$ cat config.mk
export PLATFORM = sky130hd
export DESIGN_NAME = harmonic_bond_energy_gradient
export DESIGN_NICKNAME = d
export VERILOG_FILES = /design/src/hdl/hbe_pkg.sv /design/src/hdl/harmonic_bond_energy_gradient.sv /design/src/hdl/hbe_unit.sv
export SDC_FILE = /design/constraint.sdc
export NUM_CORES = 2
export LEC_CHECK = 0
export BUFFER_PORTS_ARGS = -buffer_cell sky130_fd_sc_hd__buf_2
export CAP_MARGIN = 20
export CORE_MARGIN = 2
export CORE_UTILIZATION = 49
export DETAILED_ROUTE_END_ITERATION = 8
export HOLD_SLACK_MARGIN = 0.02
export MAX_ROUTING_LAYER = met4
export PLACE_DENSITY = 0.67
export SYNTH_ARGS = -nofsm -noshare
export SYNTH_HDL_FRONTEND = slang
export SYNTH_SLANG_ARGS = --single-unit
$ cat constraint.sdc
create_clock -name clock -period 33.7 [get_ports clock]
set_input_delay 10.11 -clock clock [delete_from_list [all_inputs] [get_ports clock]]
set_output_delay 10.11 -clock clock [all_outputs]
set_load 0.05 [all_outputs]
$ cat src/hdl/hbe_pkg.sv
`timescale 1ns / 1ps
package hbe_pkg;

   localparam int UNIT_W = 128;

   // Step counts of the shared unit: multiplier bits, dividend bits, root bit pairs.
   localparam logic [6:0] MUL_STEPS  = 7'd34;
   localparam logic [6:0] DIV_STEPS  = 7'd104;
   localparam logic [6:0] SQRT_STEPS = 7'd34;

   localparam logic [55:0] ENERGY_MAX = {1'b0, {55{1'b1}}};
   localparam logic [47:0] GRAD_MAX   = {1'b0, {47{1'b1}}};
   localparam logic [47:0] GRAD_MIN   = {1'b1, {47{1'b0}}};

   typedef logic [UNIT_W-1:0] word_type;

   typedef enum logic [1:0] {
      OP_MUL,
      OP_DIV,
      OP_SQRT
   } unit_op_type;

   typedef struct packed {
      logic        start;
      unit_op_type op;
      logic [6:0]  count;
   } unit_req_type;

endpackage

$ cat src/hdl/harmonic_bond_energy_gradient.sv
`timescale 1ns / 1ps
// Harmonic bond stretch term, Q16.16: per beat it takes one bond, forms the
// distance r, adds fc*(r-eq)^2 to a saturating running energy sum (cleared after a
// beat marked last) and, with gradients enabled, returns 2*fc*(r-eq)/r times the
// displacement, saturated to 48 bits (zero for coincident atoms). All multiplies,
// divides and square roots go through one bit-serial unit. Each unit operation is
// a start, its steps and a done pulse: an active term runs three squares, the root,
// two multiplies for the energy and, with gradients, a multiply and a divide per
// component; an inactive term uses no unit operation. One beat is in work at a
// time; the result register lets the next beat be accepted while a result waits.
module harmonic_bond_energy_gradient #(
   parameter int ATOM_INDEX_BITS = 16,
   parameter int COORD_FRAC_BITS = 16
) (
   input  logic               clock,
   input  logic               reset,
   input  logic               req_valid,
   output logic               req_ready,
   input  logic [15:0]        req_atom_i,
   input  logic [15:0]        req_atom_j,
   input  logic signed [31:0] req_xi,
   input  logic signed [31:0] req_yi,
   input  logic signed [31:0] req_zi,
   input  logic signed [31:0] req_xj,
   input  logic signed [31:0] req_yj,
   input  logic signed [31:0] req_zj,
   input  logic [31:0]        req_eq_length,
   input  logic [31:0]        req_force_constant,
   input  logic               req_active,
   input  logic               req_last,
   output logic               rsp_valid,
   input  logic               rsp_ready,
   output logic [15:0]        rsp_out_atom_i,
   output logic [15:0]        rsp_out_atom_j,
   output logic signed [47:0] rsp_grad_x,
   output logic signed [47:0] rsp_grad_y,
   output logic signed [47:0] rsp_grad_z,
   output logic signed [55:0] rsp_energy_sum,
   output logic               rsp_zero_distance,
   output logic               rsp_out_last,
   input  logic               csr_psel,
   input  logic               csr_penable,
   input  logic               csr_pwrite,
   input  logic [2:0]         csr_paddr,
   input  logic [31:0]        csr_pwdata,
   output logic [31:0]        csr_prdata,
   output logic               csr_pready
);
   import hbe_pkg::*;

   localparam logic [15:0] ATOM_MASK = (ATOM_INDEX_BITS >= 16) ? 16'hFFFF :
                                       16'((32'd1 << ATOM_INDEX_BITS) - 32'd1);

   typedef enum logic [3:0] {
      ST_IDLE, ST_SQX, ST_SQY, ST_SQZ, ST_ROOT, ST_PROD, ST_ENERGY,
      ST_NUM, ST_QUOT, ST_DONE
   } state_type;

   state_type    state_ff;
   logic         go_ff;
   logic         grad_en_ff;
   logic [15:0]  atom_i_ff, atom_j_ff;
   logic         last_ff;
   logic [32:0]  mag_ff [3];
   logic [2:0]   dsign_ff;
   logic [31:0]  eq_ff, fc_ff;
   logic [66:0]  s_ff;
   logic [33:0]  r_ff;
   logic [33:0]  ad_ff;
   logic         dneg_ff;
   logic         zero_ff;
   logic [65:0]  p_ff;
   logic [100:0] num_ff;
   logic [55:0]  et_ff;
   logic [55:0]  acc_ff;
   logic [47:0]  grad_ff [3];
   logic [1:0]   axis_ff;

   unit_req_type ureq;
   word_type     opa, opb, ures;
   logic         udone;

   logic signed [32:0] dx, dy, dz;
   logic [32:0]  mx, my, mz;
   word_type     e_sh;
   logic [55:0]  e_term;
   logic [47:0]  g_val;
   logic         g_neg;
   logic [56:0]  acc_sum;
   logic [55:0]  acc_in;
   logic [33:0]  r_in;
   logic         go_in;

   hbe_unit u_unit (
      .clock  (clock),
      .reset  (reset),
      .req    (ureq),
      .opa    (opa),
      .opb    (opb),
      .done   (udone),
      .result (ures)
   );

   always_comb begin
      dx = {req_xi[31], req_xi} - {req_xj[31], req_xj};
      dy = {req_yi[31], req_yi} - {req_yj[31], req_yj};
      dz = {req_zi[31], req_zi} - {req_zj[31], req_zj};
      mx = dx[32] ? 33'(-dx) : 33'(dx);
      my = dy[32] ? 33'(-dy) : 33'(dy);
      mz = dz[32] ? 33'(-dz) : 33'(dz);

      ureq.start = go_ff;
      ureq.op    = OP_MUL;
      ureq.count = MUL_STEPS;
      opa = '0;
      opb = '0;
      case (state_ff)
         ST_SQX: begin
            opa = UNIT_W'(mag_ff[0]);
            opb = {1'b0, mag_ff[0], 94'b0};
         end
         ST_SQY: begin
            opa = UNIT_W'(mag_ff[1]);
            opb = {1'b0, mag_ff[1], 94'b0};
         end
         ST_SQZ: begin
            opa = UNIT_W'(mag_ff[2]);
            opb = {1'b0, mag_ff[2], 94'b0};
         end
         ST_ROOT: begin
            ureq.op    = OP_SQRT;
            ureq.count = SQRT_STEPS;
            opb = {1'b0, s_ff, 60'b0};
         end
         ST_PROD: begin
            opa = UNIT_W'(fc_ff);
            opb = {ad_ff, 94'b0};
         end
         ST_ENERGY: begin
            opa = UNIT_W'(p_ff);
            opb = {ad_ff, 94'b0};
         end
         ST_NUM: begin
            opa = UNIT_W'({p_ff, 1'b0});
            opb = {1'b0, mag_ff[axis_ff], 94'b0};
         end
         ST_QUOT: begin
            ureq.op    = OP_DIV;
            ureq.count = DIV_STEPS;
            opa = UNIT_W'(r_ff) << COORD_FRAC_BITS;
            opb = {3'b0, num_ff, 24'b0};
         end
         default: begin
         end
      endcase

      // Each step that needs the unit starts it in the cycle after the previous step ends.
      case (state_ff)
         ST_IDLE:   go_in = req_valid && req_active;
         ST_SQX, ST_SQY, ST_SQZ, ST_ROOT, ST_PROD, ST_NUM: go_in = udone;
         ST_ENERGY: go_in = udone && !zero_ff && grad_en_ff;
         ST_QUOT:   go_in = udone && (axis_ff != 2'd2);
         default:   go_in = 1'b0;
      endcase

      e_sh   = ures >> (2 * COORD_FRAC_BITS);
      e_term = (e_sh[UNIT_W-1:55] != '0) ? ENERGY_MAX : e_sh[55:0];
      r_in   = ures[33:0];

      // Gradient sign follows sign(r-eq) times the sign of the component.
      g_neg = dneg_ff ^ dsign_ff[axis_ff];
      if (ures == '0)
         g_val = '0;
      else if (ures[UNIT_W-1:47] != '0)
         g_val = g_neg ? GRAD_MIN : GRAD_MAX;
      else
         g_val = g_neg ? 48'(-ures[47:0]) : ures[47:0];

      acc_sum = {1'b0, acc_ff} + {1'b0, et_ff};
      acc_in  = (acc_sum > {1'b0, ENERGY_MAX}) ? ENERGY_MAX : acc_sum[55:0];
   end

   assign req_ready  = (state_ff == ST_IDLE);
   assign csr_pready = 1'b1;
   assign csr_prdata = (csr_paddr[2] == 1'b0) ? {31'b0, grad_en_ff} : '0;

   always_ff @(posedge clock) begin
      if (reset) begin
         state_ff   <= ST_IDLE;
         go_ff      <= 1'b0;
         grad_en_ff <= 1'b1;
         acc_ff     <= '0;
         rsp_valid  <= 1'b0;
         axis_ff    <= '0;
      end else begin
         go_ff <= go_in;
         if (csr_psel && csr_penable && csr_pwrite && csr_pready && !csr_paddr[2])
            grad_en_ff <= csr_pwdata[0];
         if (rsp_valid && rsp_ready && state_ff != ST_DONE)
            rsp_valid <= 1'b0;

         case (state_ff)
            ST_IDLE: begin
               if (req_valid) begin
                  atom_i_ff  <= req_atom_i & ATOM_MASK;
                  atom_j_ff  <= req_atom_j & ATOM_MASK;
                  last_ff    <= req_last;
                  mag_ff[0]  <= mx;
                  mag_ff[1]  <= my;
                  mag_ff[2]  <= mz;
                  dsign_ff   <= {dz[32], dy[32], dx[32]};
                  eq_ff      <= req_eq_length;
                  fc_ff      <= req_force_constant;
                  et_ff      <= '0;
                  zero_ff    <= 1'b0;
                  grad_ff[0] <= '0;
                  grad_ff[1] <= '0;
                  grad_ff[2] <= '0;
                  axis_ff    <= '0;
                  if (req_active) begin
                     state_ff <= ST_SQX;
                  end else begin
                     state_ff <= ST_DONE;
                  end
               end
            end
            ST_SQX: if (udone) begin
               s_ff     <= ures[66:0];
               state_ff <= ST_SQY;
            end
            ST_SQY: if (udone) begin
               s_ff     <= s_ff + ures[66:0];
               state_ff <= ST_SQZ;
            end
            ST_SQZ: if (udone) begin
               s_ff     <= s_ff + ures[66:0];
               state_ff <= ST_ROOT;
            end
            ST_ROOT: if (udone) begin
               r_ff    <= r_in;
               zero_ff <= (r_in == '0);
               dneg_ff <= (r_in < {2'b0, eq_ff});
               ad_ff   <= (r_in < {2'b0, eq_ff}) ? ({2'b0, eq_ff} - r_in)
                                                 : (r_in - {2'b0, eq_ff});
               state_ff <= ST_PROD;
            end
            ST_PROD: if (udone) begin
               p_ff     <= ures[65:0];
               state_ff <= ST_ENERGY;
            end
            ST_ENERGY: if (udone) begin
               et_ff <= e_term;
               if (zero_ff || !grad_en_ff) begin
                  state_ff <= ST_DONE;
               end else begin
                  state_ff <= ST_NUM;
               end
            end
            ST_NUM: if (udone) begin
               num_ff   <= ures[100:0];
               state_ff <= ST_QUOT;
            end
            ST_QUOT: if (udone) begin
               grad_ff[axis_ff] <= g_val;
               if (axis_ff == 2'd2) begin
                  state_ff <= ST_DONE;
               end else begin
                  axis_ff  <= axis_ff + 2'd1;
                  state_ff <= ST_NUM;
               end
            end
            ST_DONE: begin
               // The result register takes the beat once it is empty or being drained.
               if (!rsp_valid || rsp_ready) begin
                  rsp_valid         <= 1'b1;
                  rsp_out_atom_i    <= atom_i_ff;
                  rsp_out_atom_j    <= atom_j_ff;
                  rsp_grad_x        <= grad_ff[0];
                  rsp_grad_y        <= grad_ff[1];
                  rsp_grad_z        <= grad_ff[2];
                  rsp_energy_sum    <= acc_in;
                  rsp_zero_distance <= zero_ff;
                  rsp_out_last      <= last_ff;
                  acc_ff            <= last_ff ? '0 : acc_in;
                  state_ff          <= ST_IDLE;
               end
            end
            default: state_ff <= ST_IDLE;
         endcase
      end
   end

`ifndef SYNTHESIS
   a_zero_no_grad: assert property (@(posedge clock) disable iff (reset)
      (rsp_valid && rsp_zero_distance) |->
         (rsp_grad_x == '0 && rsp_grad_y == '0 && rsp_grad_z == '0))
      else $error("gradient on coincident atoms");
   a_energy_positive: assert property (@(posedge clock) disable iff (reset)
      rsp_valid |-> !rsp_energy_sum[55]) else $error("negative energy sum");
   a_one_in_work: assert property (@(posedge clock) disable iff (reset)
      (req_valid && req_ready) |=> !req_ready) else $error("second beat taken");
   a_acc_bound: assert property (@(posedge clock) disable iff (reset)
      !acc_ff[55]) else $error("energy accumulator out of range");
`endif

endmodule

$ cat src/hdl/hbe_unit.sv
`timescale 1ns / 1ps
module hbe_unit (
   input  logic               clock,
   input  logic               reset,
   input  hbe_pkg::unit_req_type req,
   input  hbe_pkg::word_type  opa,
   input  hbe_pkg::word_type  opb,
   output logic               done,
   output hbe_pkg::word_type  result
);
   import hbe_pkg::*;

   logic        busy_ff;
   logic        done_ff;
   unit_op_type op_ff;
   logic [6:0]  cnt_ff;
   word_type    a_ff;
   word_type    sh_ff;
   word_type    acc_ff;
   word_type    res_ff;

   word_type     rem_sh;
   word_type     addend;
   logic [UNIT_W:0] sum;
   logic         fits;

   // One adder serves all three operations: shift-add for the multiply,
   // trial subtract for the divide and the root.
   always_comb begin
      case (op_ff)
         OP_DIV: begin
            rem_sh = {acc_ff[UNIT_W-2:0], sh_ff[UNIT_W-1]};
            addend = ~a_ff;
         end
         OP_SQRT: begin
            rem_sh = {acc_ff[UNIT_W-3:0], sh_ff[UNIT_W-1:UNIT_W-2]};
            addend = ~{res_ff[UNIT_W-3:0], 2'b01};
         end
         default: begin
            rem_sh = {acc_ff[UNIT_W-2:0], 1'b0};
            addend = sh_ff[UNIT_W-1] ? a_ff : '0;
         end
      endcase
      sum  = {1'b0, rem_sh} + {1'b0, addend} + {{UNIT_W{1'b0}}, (op_ff != OP_MUL)};
      fits = sum[UNIT_W];
   end

   always_ff @(posedge clock) begin
      if (reset) begin
         busy_ff <= 1'b0;
         done_ff <= 1'b0;
         op_ff   <= OP_MUL;
         cnt_ff  <= '0;
      end else begin
         done_ff <= !req.start && busy_ff && (cnt_ff == 7'd1);
         if (req.start) begin
            busy_ff <= 1'b1;
            op_ff   <= req.op;
            cnt_ff  <= req.count;
            a_ff    <= opa;
            sh_ff   <= opb;
            acc_ff  <= '0;
            res_ff  <= '0;
         end else if (busy_ff) begin
            case (op_ff)
               OP_MUL: begin
                  acc_ff <= sum[UNIT_W-1:0];
                  sh_ff  <= {sh_ff[UNIT_W-2:0], 1'b0};
               end
               OP_DIV: begin
                  acc_ff <= fits ? sum[UNIT_W-1:0] : rem_sh;
                  res_ff <= {res_ff[UNIT_W-2:0], fits};
                  sh_ff  <= {sh_ff[UNIT_W-2:0], 1'b0};
               end
               default: begin
                  acc_ff <= fits ? sum[UNIT_W-1:0] : rem_sh;
                  res_ff <= {res_ff[UNIT_W-2:0], fits};
                  sh_ff  <= {sh_ff[UNIT_W-3:0], 2'b00};
               end
            endcase
            cnt_ff <= cnt_ff - 7'd1;
            if (cnt_ff == 7'd1) begin
               busy_ff <= 1'b0;
            end
         end
      end
   end

   assign done   = done_ff;
   assign result = (op_ff == OP_MUL) ? acc_ff : res_ff;

`ifndef SYNTHESIS
   a_no_start_busy: assert property (@(posedge clock) disable iff (reset)
      req.start |-> !busy_ff) else $error("unit started while busy");
   a_done_after_busy: assert property (@(posedge clock) disable iff (reset)
      done_ff |-> $past(busy_ff)) else $error("unit done without work");
   a_done_ends_busy: assert property (@(posedge clock) disable iff (reset)
      done_ff |-> !busy_ff) else $error("unit still busy at done");
`endif

endmodule

==> impl_metrics.toml <==
[run_status]
outcome = "finished with violations"
violations = "design-rule violations, max-slew violations"

[critical_path]
slowest_delay_ps = 260
worstSetupEndpointType = "output pin"
startpoint_type = "input pin"
worst-r2r-cell-count = 24
critical_path_class = "in -> out"
reg2reg_setup_slack_ps = 25350
worstReg2RegStart = "u_unit.op_ff[1]"
path_cells = "buf_2 -> nor2b_1 -> buf_2"
cp_data_arrival_time_ps = 10570
worst-path-max-fanout = 2
crit_slowest_cell = "buf_2"
reg2reg_to = "u_unit.acc_ff[39]"
required_ps = 23590
crit_top_cell = "buf_2"

[synthesis]
avgSynthCellArea_um2 = 10.2
yosysWarnings = 0
synth_cell_types = 101
synth-seq-cells = 1442
synth_top_area_cell = "edfxtp_1"
synth_cells = 8438
netlist.area_leader.share_pct = 47.5
synth_area_um2 = 86300
synthTopCellsByArea = "edfxtp_1, ha_1, a21oi_1"
synth-main-ff-cell = "edfxtp_1"
yosysSeqAreaShare_pct = 49.3
synth_edf_count = 1364
async_reset_ff_share_pct = 0

[pwr]
p_leak_nw = 36.9
pwr-share-comb_pct = 25.9
sw_frac_of_total_pct = 33.2
power_frac_seq_pct = 40.8
p_clk_share_pct = 33.3
cellPowerDensity_nw_per_um2 = 56.4
switching_power_w = 0.00181
vdd_drop_max_uv = 56.9
power.internal_w = 0.00365

[detailed_routing]
dr.pass1.iters = 9
viasPerCell = 6.20
postRouteAntennaNets = 0
initialDrtViolationCount = 8287
drc = 2
routed_wl_um = 295000
wl_per_cell_um = 26.1
vias = 70100

[sta]
setup_viol = 0
hold_viol_final = 0
finClkSkew_ps = 34.2
maxSlewHeadroom_pct = -8.24
tightestPinTransition_ps = 1620
fmax_mhz = 48.3
rsz0062_at_grt = "false"
worst_slack_ps = 13020
period_minus_slack_ps = 20680
finalCritPeriodShare_pct = 61.4
slew_violations = 2
final.setup.tns_ps = 0

[die]
start_util_pct = 49.1
die_area_um2 = 179000
pin_count = 601
num_rows = 154
chipHeight_um = 424
core_um2 = 176000
dieWidth_um = 424

[cts]
cts_buffers = 162
cts_tree = "done"
clk_path_buf_depth = 3
clock-sinks = 1442
postCtsSetupRepairBufs = 0
clk_pin_slew_ps = 60
clock_latency_ps = 830
hold_buffers = 0
cts_resized = 0
cts_htree_levels = 4
cts-root-buf = "clkbuf_16"

[cells_and_area]
final_cell_mix = "edfxtp_1, nand2_1, a21oi_1"
fin_util_pct = 55.2
final_common_cell = "edfxtp_1"
fin_nets = 9568
n_fill_cell = 15200
final_cells = 11300
drive_above_1_share_pct = 12.5
syn2layout_area_growth_pct = 12.3

[placed_design]
dp_cells = 11000
globalplace.congestion = 1.05
hpwlAfterDp_um = 219000
portBuffers = 535
post-place-ws_ps = 13020

[grt]
grt_max_degree = 215
grt_pass1_vias = 65800
grt_pass1_wl_um = 431000
antenna_found_initial = 37
grt_overflow = 0
grt_usage_pct = 32.9

[min_path]
holdPathEnd = "rsp_grad_x[6]"
hp-start = "grad_ff[0][6]"
hold_depth = 0
min_path_type = "reg -> reg"

[flow_run]
maxCapViolCount = 0
[stage by stage]
stage,power (W),area (µm²),hold slack (ps)
2_1_floorplan,0.00319,86400,400
3_3_place_gp,0.00363,91300,401
3_5_place_dp,0.00365,91300,405
4_1_cts,0.00545,96800,414
5_1_grt,0.00566,96900,415
6_report,0.00546,96900,408
[cells by family after synthesis]
group / synth area share, %
compound gates: 18.6
simple gates: 13.1
flops: 49.3
buf+inv: 3.89
xor+xnor: 4.55
fa+ha+maj: 6.31
mux: 4.26
other cells: 0.00871
[how the worst max path moves through the flow]
stage	startpoint	to	slack, ps	depth (start not counted)
floorplan	reset	rsp_energy_sum[0]	12630	3
global placement	csr_paddr[2]	csr_prdata[0]	13000	3
detailed placement	csr_paddr[2]	csr_prdata[0]	13020	3
CTS	csr_paddr[2]	csr_prdata[0]	13010	3
global route	csr_paddr[2]	csr_prdata[0]	12980	3
finish	csr_paddr[2]	csr_prdata[0]	13020	3
[metal layers]
metal | routed length (µm) | up-vias | global-route usage (%)
li1 | - | 32100 | -
met3 | 26400 | 528 | 6.00
met1 | 119000 | 34200 | 42.7
met5 | 0 | - | -
met2 | 134000 | 3270 | 49.9
met4 | 15600 | 0 | 15.9
[power by group through the flow]
stage | clock network (W) | registers, W | logic [W]
5_1_grt | 0.00191 | 0.00224 | 0.00152
2_1_floorplan | 0 | 0.00228 | 0.000909
4_1_cts | 0.00184 | 0.00223 | 0.00139
6_report | 0.00182 | 0.00223 | 0.00142
3_3_place_gp | 0 | 0.00226 | 0.00137
3_5_place_dp | 0 | 0.00227 | 0.00138
[final cells by class]
cell class                      instances  area, µm²  share of cell area, %
Antenna cell                           29       72.6                 0.0749
Clock buffer                          193       4250                   4.39
Clock inverter                        105       1160                   1.20
Inverter                              343       1290                   1.33
Multi-Input combinational cell       6181      40900                   42.2
Sequential cell                      1442      42500                   43.9
Tap cell                             2340       2930                   3.02
Timing Repair Buffer                  676       3820                   3.94
[critical path, delay by kind of cell]
family	cells	cell delay (ps)
buffers and inverters	2	360
AND/OR/NAND/NOR	1	90
[state kept, by name, summed over array words and instances (netlist names), 66 cells and up, named ones only]
| register | flops |
|---|---|
| s_ff | 67 |
| num_ff | 101 |
| mag_ff | 99 |
| grad_ff | 144 |
| u_unit.res_ff | 128 |
| u_unit.a_ff | 67 |
| u_unit.sh_ff | 104 |
| u_unit.acc_ff | 128 |
| p_ff | 66 |
[synth_stat cells (170+ instances only)]
| master | count |
|---|---|
| a21oi_1 | 810 |
| xor2_1 | 170 |
| nor2_1 | 644 |
| mux2i_1 | 317 |
| nor2b_1 | 205 |
| a22o_1 | 182 |
| inv_1 | 340 |
| ha_1 | 421 |
| xnor2_1 | 278 |
| clkbuf_1 | 396 |
| edfxtp_1 | 1364 |
| a21o_1 | 193 |
| o21ai_0 | 503 |
| nand2_1 | 839 |
No activity file was read; power rests on OpenSTA's default activity.
